[src/hdl/dms_pkg.sv]
// Shared types and constants for the DNA minimizer stream unit.
package dms_pkg;

  localparam int unsigned WinDepth = 16;

  localparam logic [63:0] MixMulA = 64'hff51afd7ed558ccd;
  localparam logic [63:0] MixMulB = 64'hc4ceb9fe1a85ec53;

  localparam logic [1:0] CfgKmerLen   = 2'd0;
  localparam logic [1:0] CfgWindowLen = 2'd1;

  localparam logic [1:0] BaseA = 2'd0;
  localparam logic [1:0] BaseC = 2'd1;
  localparam logic [1:0] BaseG = 2'd2;
  localparam logic [1:0] BaseT = 2'd3;

  typedef enum logic [3:0] {
    S_IDLE  = 4'b0001,
    S_HASH  = 4'b0010,
    S_CHECK = 4'b0100,
    S_WAIT  = 4'b1000
  } state_t;

  // Control shared by every window cell
  typedef struct packed {
    logic       shift;
    logic       clr;
    logic [4:0] win;
  } cell_ctl_t;

endpackage

[src/hdl/dms_cell.sv]
// One window slot: holds the entry of one age and passes it to the next slot.
module dms_cell
  import dms_pkg::*;
(
  input  logic        clk,
  input  logic        rst,
  input  cell_ctl_t   ctl,
  input  logic [3:0]  age,
  input  logic [63:0] new_hash,
  input  logic        prev_valid,
  input  logic [63:0] prev_hash,
  input  logic [63:0] front_in,
  output logic        valid,
  output logic [63:0] hash,
  output logic [63:0] front_out
);

  // Oldest valid entry seen so far along the chain
  assign front_out = valid ? hash : front_in;

  // Keep the shifted entry while young enough and not above the new hash
  always_ff @(posedge clk) begin
    if (rst || ctl.clr) begin
      valid <= 1'b0;
    end else if (ctl.shift) begin
      valid <= prev_valid && ({1'b0, age} < ctl.win) && (prev_hash <= new_hash);
    end
  end

  always_ff @(posedge clk) begin
    if (ctl.shift) begin
      hash <= prev_hash;
    end
  end

endmodule

[config.mk]
export PLATFORM = sky130hd
export DESIGN_NAME = dms_cell
export DESIGN_NICKNAME = d
export VERILOG_FILES = /design/src/hdl/dms_pkg.sv /design/src/hdl/dms_cell.sv
export SDC_FILE = /design/constraint.sdc
export NUM_CORES = 1
export LEC_CHECK = 0
export ABC_AREA = 1
export CAP_MARGIN = 20
export CORE_AREA = 2 2 131 133
export CTS_BUF_LIST = sky130_fd_sc_hd__clkbuf_4
export DETAILED_ROUTE_END_ITERATION = 12
export DIE_AREA = 0 0 133 135
export DONT_BUFFER_PORTS = 1
export GPL_TIMING_DRIVEN = 0
export REMOVE_ABC_BUFFERS = 1
export SYNTH_ARGS = -nofsm -noshare
export SYNTH_HDL_FRONTEND = slang
export SYNTH_SLANG_ARGS = --single-unit
[constraint.sdc]
create_clock -name clk -period 3.05 [get_ports clk]
set_input_delay 0.1525 -clock clk [delete_from_list [all_inputs] [get_ports clk]]
set_output_delay 0.1525 -clock clk [all_outputs]
set_load 0.005 [all_outputs]
==> impl_metrics.ini <==
[power_and_ir_drop]
switching_share_pct = 29.0
power.internal_mw = 1.45
fin_total_pwr_mw = 2.05
ir_drop_v = 0.000148
combPwrFrac_pct = 19.2
p_per_area_nw_per_um2 = 366
p_seq_share_pct = 54.8
clkPwrFrac_pct = 26.0
switchingPower_uw = 594
p_leak_nw = 2.48

[route]
wl_per_cell_um = 18.3
vias_per_cell = 4.70
firstDrtPassIters = 4
vias = 3424
ant_nets = 0
wirelength_mm = 13.3
drc_errors = 0
dr.first_iter.drc_count = 92

[place]
dp_worst_setup_slack_ns = 1.27
dp_hpwl_mm = 10.5
io_buffers = 0
routabilityCongestion = 0.801
dpl_cell_area_um2 = 4790

[hold_path]
min-delay-start = ctl[6]
min_path_cells = 1
hold_end = hash[60]
hold_path_class = in -> reg

[cts]
clk_pin_slew_ns = 0.12
insertion_delay_ns = 0.43
clock_path_buffers = 2
clock-root-buffer = clkbuf_4
cts_tree = built
clock-sinks = 65
htree_num_levels = 3
cts_buffers = 9
cts_resized = 0

[logic_synthesis]
synth_edf_count = 64
synth_most_common_cell = inv_1
ys_ff_latch = 65
synth.area.top_cells = edfxtp_1 (42%), ha_1 (19%), mux2_2 (16%)
ys_warn_count = 0
postSynthAreaPerCell_um2 = 10.5
syn_area_um2 = 4520
synth_top_flop_cell = edfxtp_1
yosysUniqueCellTypes = 27
async_flop_share_pct = 0
synth_area_leader_cell = edfxtp_1
ys_seq_area_share_pct = 42.9
syn_inst = 429
synth_top_area_share_pct = 42.5
ys_top_cells_by_count = inv_1 (81), ha_1 (67), nand2_1 (67), edfxtp_1 (64), mux2_2 (64)

[critical_path]
r2r_setup_slack_ns = 1.29
rr_startpoint = valid
r2r_cells = 3
arrival_ns = 2.04
crit_path_end_kind = output pin
startpoint_type = flip-flop
reg2reg_to = valid
worstPathMaxFanout = 35
crit_type = reg -> out
cp.required_ns = 2.90

[global_routing]
grt_pass1_vias = 3685
met3_usage_pct = 4.39
gr-total-overflow = 0
grt_pass1_wl_mm = 19.2
antenna_found_initial = 1
gr-usage-met2_pct = 25.4
top_usage_layer = met2
grt_util_all_layers_pct = 14.0
use_met1_pct = 15.0
grt_start_max_net_pins = 66

[finish]
design_area_um2 = 5600
drive_gt1_share_pct = 18.1
syn_to_final_growth_pct = 23.7
final_core_util_pct = 34.1
nets = 775

[run_status]
status = complete, no violations

[run]
maxCapViolCount = 0

[floorplanning]
die_h_um = 135
core-area_um2 = 16400
ios = 335
dieArea_um2 = 18000
die_w_um = 133
initial_core_util_pct = 27.6
row_count = 47

[timing]
slew_viol_final = 0
max_slew.worst_pin.slew_ns = 0.808
slew_headroom_pct = 46.2
rsz0062_at_grt = false
timing.fmax_mhz = 456
post-route-min-period_ns = 2.19
min_period_over_period_pct = 71.9
finalSetupViolCount = 0
hold_viol_final = 0
finalWorstSetupSlack_ns = 0.856
fin_skew_ns = 0
tns_ns = 0
power groups by stage:
| stage | combinational (mW) | clock (mW) | sequential (mW) |
|---|---|---|---|
| floorplan | 0.239 | 0 | 1.12 |
| global placement | 0.292 | 0 | 1.15 |
| detailed placement | 0.304 | 0 | 1.15 |
| CTS | 0.400 | 0.569 | 1.12 |
| global route | 0.451 | 0.604 | 1.13 |
| finish | 0.393 | 0.533 | 1.12 |
flip-flops by register name, indices dropped and copies added (netlist names):
| register | cells |
|---|---|
| hash | 64 |
| valid | 1 |
routing by layer:
layer / vias to the layer above / part of all wire (%)
met1: 1597 / 38
met4: 0 / 2.3
met5: - / 0
met3: 23 / 7.5
met2: 184 / 52
li1: 1620 / -
critical path: stages (launching register included):
cell	delay, ns
dfxtp_2	0.86
buf_12	0.30
mux2_2	0.41
timing repair:
item / in CTS / in global routing
hold buffers: 68 / 0
setup buffers: 0 / 0
hold endpoints to repair: 129 / 0
endpoints found under the setup margin: 0 / 0
metrics by stage:
step / std cells / hold WS (ns)
2_1_floorplan: 422 / 0.251
3_3_place_gp: 642 / 0.251
3_5_place_dp: 643 / 0.251
4_1_cts: 727 / 0.0834
5_1_grt: 728 / 0.0734
6_report: 728 / 0.126
layout by cell type (no fill, tap or decap):
cell type      count
ha_1              67
nand3_1            2
o21ai_0            2
diode_2            1
a21oi_2            1
nor4_1             1
clkinv_2           4
nor3_1             1
a21o_1             1
nand4_1            5
buf_16             1
nor2b_2            1
nor2_1            14
o21ai_1            4
nand3b_1           1
nor3_2             2
dfxtp_2            1
edfxtp_1          64
o21a_1             3
inv_2              1
o21bai_1           3
nor2_2             1
inv_1             81
buf_12             1
clkinv_1           1
clkbuf_4          12
nand2_1           67
or2_2              1
nand4_2            2
a21oi_1           31
mux2_2            64
dlygate4sd3_1     67
cell families after synthesis:
| group | count (synthesis) | synth area share, % |
|---|---|---|
| compound gates | 45 | 5.45 |
| fa+ha+maj | 67 | 18.5 |
| buf+inv | 90 | 7.66 |
| flops | 65 | 42.9 |
| mux | 64 | 15.9 |
| simple gates | 98 | 9.51 |
worst max path at each step:
stage / endpoint / cells past startpoint / startpoint / slack [ns]
finish: front_out[62] / 2 / valid / 0.86
global route: front_out[62] / 2 / valid / 0.73
CTS: front_out[62] / 2 / valid / 0.80
detailed placement: valid / 11 / new_hash[63] / 1.27
global placement: front_out[62] / 1 / valid / 0.14
floorplan: front_out[0] / 1 / valid / 0.74
final cells by class:
cell class,instances,area (um^2)
Antenna cell,1,2.50
Clock buffer,12,90.1
Clock inverter,4,20.0
Fill cell,1632,10800
Inverter,83,312
Multi-Input combinational cell,274,2240
Sequential cell,65,1940
Tap cell,220,275
Timing Repair Buffer,69,718
Note: power is estimated with default switching activity, not from simulation.
