[src/hdl/dms_pkg.sv]
// Shared types and constants for the DNA minimizer stream unit.
package dms_pkg;

  localparam int unsigned WinDepth = 16;

  localparam logic [63:0] MixMulA = 64'hff51afd7ed558ccd;
  localparam logic [63:0] MixMulB = 64'hc4ceb9fe1a85ec53;

  localparam logic [1:0] CfgKmerLen   = 2'd0;
  localparam logic [1:0] CfgWindowLen = 2'd1;

  localparam logic [1:0] BaseA = 2'd0;
  localparam logic [1:0] BaseC = 2'd1;
  localparam logic [1:0] BaseG = 2'd2;
  localparam logic [1:0] BaseT = 2'd3;

  typedef enum logic [3:0] {
    S_IDLE  = 4'b0001,
    S_HASH  = 4'b0010,
    S_CHECK = 4'b0100,
    S_WAIT  = 4'b1000
  } state_t;

  // Control shared by every window cell
  typedef struct packed {
    logic       shift;
    logic       clr;
    logic [4:0] win;
  } cell_ctl_t;

endpackage

[src/hdl/dms_mixer.sv]
// 64-bit xor-shift/multiply hash, three partial products per product on one 32x32 multiplier.
module dms_mixer
  import dms_pkg::*;
(
  input  logic        clk,
  input  logic        rst,
  input  logic        start,
  input  logic [63:0] din,
  output logic        done,
  output logic [63:0] dout
);

  logic [63:0] x;
  logic [63:0] acc;
  logic        busy;
  logic        pass;
  logic [1:0]  part;
  logic [63:0] mconst;
  logic [31:0] op_a;
  logic [31:0] op_b;
  logic [63:0] prod;
  logic [63:0] acc_next;

  assign mconst = pass ? MixMulB : MixMulA;

  // Pick the partial product for this step
  always_comb begin
    unique case (part)
      2'd0:    begin op_a = x[31:0];  op_b = mconst[31:0];  end
      2'd1:    begin op_a = x[63:32]; op_b = mconst[31:0];  end
      default: begin op_a = x[31:0];  op_b = mconst[63:32]; end
    endcase
  end

  assign prod = {32'd0, op_a} * {32'd0, op_b};

  always_comb begin
    if (part == 2'd0) begin
      acc_next = prod;
    end else begin
      acc_next = acc + {prod[31:0], 32'd0};
    end
  end

  // Step the multiply sequence
  always_ff @(posedge clk) begin
    if (rst) begin
      busy <= 1'b0;
      done <= 1'b0;
      pass <= 1'b0;
      part <= 2'd0;
    end else begin
      done <= 1'b0;
      if (start) begin
        busy <= 1'b1;
        pass <= 1'b0;
        part <= 2'd0;
      end else if (busy) begin
        if (part == 2'd2) begin
          part <= 2'd0;
          pass <= 1'b1;
          if (pass) begin
            busy <= 1'b0;
            done <= 1'b1;
          end
        end else begin
          part <= part + 2'd1;
        end
      end
    end
  end

  always_ff @(posedge clk) begin
    if (start) begin
      x <= din ^ (din >> 33);
    end else if (busy) begin
      acc <= acc_next;
      if (part == 2'd2) begin
        x <= acc_next ^ (acc_next >> 33);
      end
    end
  end

  assign dout = x;

endmodule

[config.mk]
export PLATFORM = sky130hd
export DESIGN_NAME = dms_mixer
export DESIGN_NICKNAME = d
export VERILOG_FILES = /design/src/hdl/dms_pkg.sv /design/src/hdl/dms_mixer.sv
export SDC_FILE = /design/constraint.sdc
export NUM_CORES = 2
export LEC_CHECK = 0
export ABC_AREA = 1
export BUFFER_PORTS_ARGS = -buffer_cell sky130_fd_sc_hd__buf_2
export CAP_MARGIN = 20
export CORE_MARGIN = 2
export CORE_UTILIZATION = 55
export DETAILED_ROUTE_END_ITERATION = 12
export PLACE_DENSITY_LB_ADDON = 0.2
export SYNTH_ARGS = -nofsm -noshare
export SYNTH_HDL_FRONTEND = slang
export SYNTH_SLANG_ARGS = --single-unit
[constraint.sdc]
create_clock -name clk -period 8.9 [get_ports clk]
set_input_delay 0.445 -clock clk [delete_from_list [all_inputs] [get_ports clk]]
set_output_delay 0.445 -clock clk [all_outputs]
set_load 0.01 [all_outputs]
==> metrics.txt <==
# TYPE chip_impl_metric gauge
chip_impl_info{name="crit_type",value="reg -> reg"} 1
chip_impl_info{name="critical-path-top-cell-by-count",value="sky130_fd_sc_hd__nand2_1"} 1
chip_impl_metric{name="die-width",unit="um"} 270.1
chip_impl_metric{name="setup.reg_to_reg.worst_slack",unit="ns"} 0.01
chip_impl_metric{name="worstPathArrival",unit="ns"} 9.10
chip_impl_info{name="rsz0062_at_grt",value="true"} 1
chip_impl_metric{name="timing.max_cap.violations",unit=""} 0
chip_impl_metric{name="min_period",unit="ns"} 8.885
chip_impl_metric{name="buffer_ports.inserted",unit=""} 131
chip_impl_metric{name="die_height",unit="um"} 270.1
chip_impl_metric{name="global_route.overflow_total",unit=""} 0
chip_impl_metric{name="timing.final.crit_share",unit="%"} 99.83
chip_impl_metric{name="rr_worst_depth",unit=""} 46
chip_impl_metric{name="syn-num-nets",unit=""} 5810
chip_impl_metric{name="total_via_count_after_detailed_routing",unit=""} 34250
chip_impl_info{name="worst_r2r_startpoint",value="part[0]"} 1
chip_impl_metric{name="top_achievable_clock_speed",unit="MHz"} 112.5
chip_impl_metric{name="grt_pass1_vias",unit=""} 35420
chip_impl_info{name="tritoncts",value="built"} 1
chip_impl_metric{name="synth_seq_area_share",unit="%"} 10.13
chip_impl_metric{name="timing.hold.worst_path_depth",unit=""} 2
chip_impl_metric{name="remaining_drc_errors",unit=""} 0
chip_impl_metric{name="tightestPinTransition",unit="ns"} 0.9329
chip_impl_metric{name="drt-vias-per-instance",unit=""} 5.364
chip_impl_metric{name="synthArstFlopShare",unit="%"} 0
chip_impl_metric{name="drt_wl_total",unit="um"} 151000
chip_impl_metric{name="core_area",unit="um^2"} 70030
chip_impl_info{name="critPathCaptureType",value="register"} 1
chip_impl_metric{name="max-slew-margin-rel",unit="%"} 37.81
chip_impl_info{name="synth.largest_area_cell",value="sky130_fd_sc_hd__fa_1"} 1
chip_impl_metric{name="final_hold_viol_count",unit=""} 0
chip_impl_info{name="synth_ff_type",value="sky130_fd_sc_hd__edfxtp_1"} 1
chip_impl_metric{name="final_layout_size_suffix_gt1_share",unit="%"} 26.08
chip_impl_metric{name="critical_path_peak_fanout",unit=""} 7
chip_impl_metric{name="antenna_found_initial",unit=""} 1
chip_impl_metric{name="routabilityCongestion",unit=""} 1.047
chip_impl_info{name="hold_path.class",value="in -> reg"} 1
chip_impl_metric{name="fp.dieArea",unit="um^2"} 72950
chip_impl_metric{name="grt_util_all_layers",unit="%"} 42.09
chip_impl_metric{name="slew_violations",unit=""} 0
chip_impl_metric{name="grt_max_degree",unit=""} 71
chip_impl_info{name="crit-reg2reg-capture",value="dout[30]"} 1
chip_impl_metric{name="dr.first_iter.drc_count",unit=""} 3473
chip_impl_metric{name="n_fill_cell",unit=""} 5649
chip_impl_metric{name="cts_max_level",unit=""} 4
chip_impl_metric{name="antenna-diode-count",unit=""} 0
chip_impl_metric{name="synth_seq_cells",unit=""} 133
chip_impl_metric{name="placementRows",unit=""} 97
chip_impl_metric{name="yosysUniqueCellTypes",unit=""} 48
chip_impl_metric{name="cts_buffer_count",unit=""} 17
chip_impl_metric{name="top_level_ports",unit=""} 132
chip_impl_metric{name="drtAntennaViolNets",unit=""} 0
chip_impl_metric{name="worst_skew_pair.late_latency",unit="ns"} 0.46
chip_impl_metric{name="flow.area_growth_from_synthesis",unit="%"} 26.26
chip_impl_metric{name="yosysTopAreaCellShare",unit="%"} 44.31
chip_impl_info{name="holdPathEnd",value="busy"} 1
chip_impl_metric{name="skew",unit="ns"} 0.01709
chip_impl_info{name="status",value="complete, no violations"} 1
chip_impl_metric{name="clkSinkCount",unit=""} 133
chip_impl_metric{name="initial_core_util",unit="%"} 55.61
chip_impl_metric{name="synth-edff-count",unit=""} 128
chip_impl_metric{name="clk_path_buf_depth",unit=""} 2
chip_impl_metric{name="required",unit="ns"} 9.11
chip_impl_info{name="start_kind",value="register"} 1
chip_impl_info{name="timing.critical_path.from",value="part[0]"} 1
chip_impl_metric{name="avgRoutedWirePerCell",unit="um"} 23.65
chip_impl_info{name="timing.hold.worst.start",value="rst"} 1
chip_impl_metric{name="setup_viol",unit=""} 0
chip_impl_metric{name="path_clk_slew",unit="ns"} 0.07
chip_impl_metric{name="first_pass_grt_wire_length",unit="um"} 222200
chip_impl_metric{name="critical-path-max-stage-delay",unit="ns"} 0.54
chip_impl_metric{name="cts-hold-fix-buffers",unit=""} 0
chip_impl_metric{name="ys.warnings.count",unit=""} 0
chip_impl_metric{name="dp_hpwl",unit="um"} 134100
chip_impl_metric{name="num-nets-final",unit=""} 6688
chip_impl_metric{name="syn_area",unit="um^2"} 38940
chip_impl_metric{name="postSynthAreaPerCell",unit="um^2"} 8.551
chip_impl_info{name="slowest_stage",value="sky130_fd_sc_hd__fa_1"} 1
chip_impl_metric{name="final_cells",unit=""} 6385
chip_impl_info{name="synth.top_cells.by_area",value="sky130_fd_sc_hd__fa_1 44%, sky130_fd_sc_hd__inv_1 12%, sky130_fd_sc_hd__ha_1 11%, sky130_fd_sc_hd__edfxtp_1 9.9%, sky130_fd_sc_hd__nand2_1 6.6%"} 1
chip_impl_metric{name="dr.pass1.iters",unit=""} 6
chip_impl_metric{name="synthesis.instances",unit=""} 4554
chip_impl_info{name="cts-root-buf",value="sky130_fd_sc_hd__clkbuf_16"} 1
chip_impl_metric{name="dp.cells",unit=""} 6319
## layout make-up
type	count	area, um^2	share of cell area [%]
Multi-Input combinational cell	3061	31680	64.44
Clock buffer	18	429.2	0.8729
Tap cell	940	1176	2.392
Sequential cell	133	3948	8.029
Timing Repair Buffer	930	6900	14.03
Clock inverter	14	165.2	0.3359
Inverter	1289	4863	9.892
## cell families (layout without fill, tap and decap cells)
logic type	after synthesis	after routing	synth area share (%)
AO/OA/AOI/OAI	358	358	5.228
XOR/XNOR	47	47	1.057
adder cells (fa/ha/maj)	1189	1189	54.82
buffers and inverters	1360	2251	13.21
flip-flops	133	133	10.13
other	1	1	0.009630
AND/OR/NAND/NOR	1466	1466	15.54
## per-layer routing
| metal | global-route usage [%] | vias up | wire length (um) |
|---|---|---|---|
| li1 | - | 15250 | - |
| met1 | 56.62 | 16920 | 58880 |
| met2 | 65.95 | 1704 | 68330 |
| met3 | 8.615 | 377 | 14350 |
| met4 | 19.50 | 2 | 9423 |
| met5 | 0 | - | 12 |
## cell usage in the layout (no fill, tap or decap), drive strengths merged
cell type  instances
edfxtp           128
nand3b             7
nand2            696
ha               327
clkinvlp           6
nor2             496
nor4               3
a21boi             5
bufinv             2
fa               862
o211ai             1
clkbuf            20
a21o               9
dfxtp              5
nor3b              1
o21bai            15
nor3              19
xor2              33
buf              928
and2               1
nand3            197
inv             1289
or2               29
o21ai            159
nand4             17
o21a               7
a21oi            144
conb               1
clkinv             6
a31oi             17
xnor2             14
o2111ai            1
## cells in the mapped netlist, types with 8 or more instances
master,count
sky130_fd_sc_hd__a21o_1,9
sky130_fd_sc_hd__a21oi_1,142
sky130_fd_sc_hd__a31oi_1,16
sky130_fd_sc_hd__buf_2,8
sky130_fd_sc_hd__clkbuf_1,52
sky130_fd_sc_hd__clkinv_1,9
sky130_fd_sc_hd__edfxtp_1,128
sky130_fd_sc_hd__fa_1,862
sky130_fd_sc_hd__ha_1,327
sky130_fd_sc_hd__inv_1,1271
sky130_fd_sc_hd__inv_2,9
sky130_fd_sc_hd__nand2_1,685
sky130_fd_sc_hd__nand2_2,11
sky130_fd_sc_hd__nand3_1,186
sky130_fd_sc_hd__nand3_2,11
sky130_fd_sc_hd__nand4_1,17
sky130_fd_sc_hd__nor2_1,485
sky130_fd_sc_hd__nor2_2,10
sky130_fd_sc_hd__nor3_1,17
sky130_fd_sc_hd__o21ai_0,112
sky130_fd_sc_hd__o21ai_1,21
sky130_fd_sc_hd__o21ai_2,26
sky130_fd_sc_hd__o21bai_1,13
sky130_fd_sc_hd__or2_2,28
sky130_fd_sc_hd__xnor2_1,14
sky130_fd_sc_hd__xor2_1,33
## worst max-delay path by stage
stage | to | slack (ns) | depth (start not counted)
2_1_floorplan | dout[29] | 0.003 | 42
3_3_place_gp | dout[30] | -0.53 | 45
3_5_place_dp | dout[30] | -0.59 | 43
4_1_cts | dout[30] | -0.02 | 46
5_1_grt | dout[27] | -0.28 | 48
6_report | dout[30] | 0.01 | 46
## worst max-delay path, delay by kind of cell, from the launching register on
kind | cells | cell delay (ns)
adder cells (fa/ha/maj) | 10 | 4.10
AO/OA/AOI/OAI | 5 | 0.73
AND/OR/NAND/NOR | 16 | 1.61
XOR/XNOR | 1 | 0.23
flip-flops | 1 | 0.32
buffers and inverters | 14 | 1.64
## per-stage QoR
step	hold WS (ns)	setup TNS, ns	utilization [%]	instance area [um^2]	setup slack [ns]
after floorplan	0.4720	0	-	38940	0.003317
after global placement	0.4994	-12.67	66.24	46380	-0.5349
after detailed placement	0.5040	-16.16	66.24	46380	-0.5858
after CTS	0.1614	-0.02781	68.06	47660	-0.01846
after global routing	0.1748	-7.363	70.21	49170	-0.2834
final	0.1746	0	70.21	49170	0.01488
## registers in the layout, summed over array words and instances, names as in the netlist
register	count
dout	64
busy	1
done	1
pass	1
part	2
acc	64
## timing repair
| item | in CTS | in global routing |
|---|---|---|
| setup endpoints to repair | 59 | 84 |
| pin swaps | 18 | 95 |
| gates cloned | 0 | 2 |
| resized for setup | 148 | 336 |
| setup buffers | 5 | 29 |
| hold endpoints to repair | 0 | 0 |
Power is not shown: default switching activity piles up to over one toggle a cycle in this logic, so the estimate is an artifact.
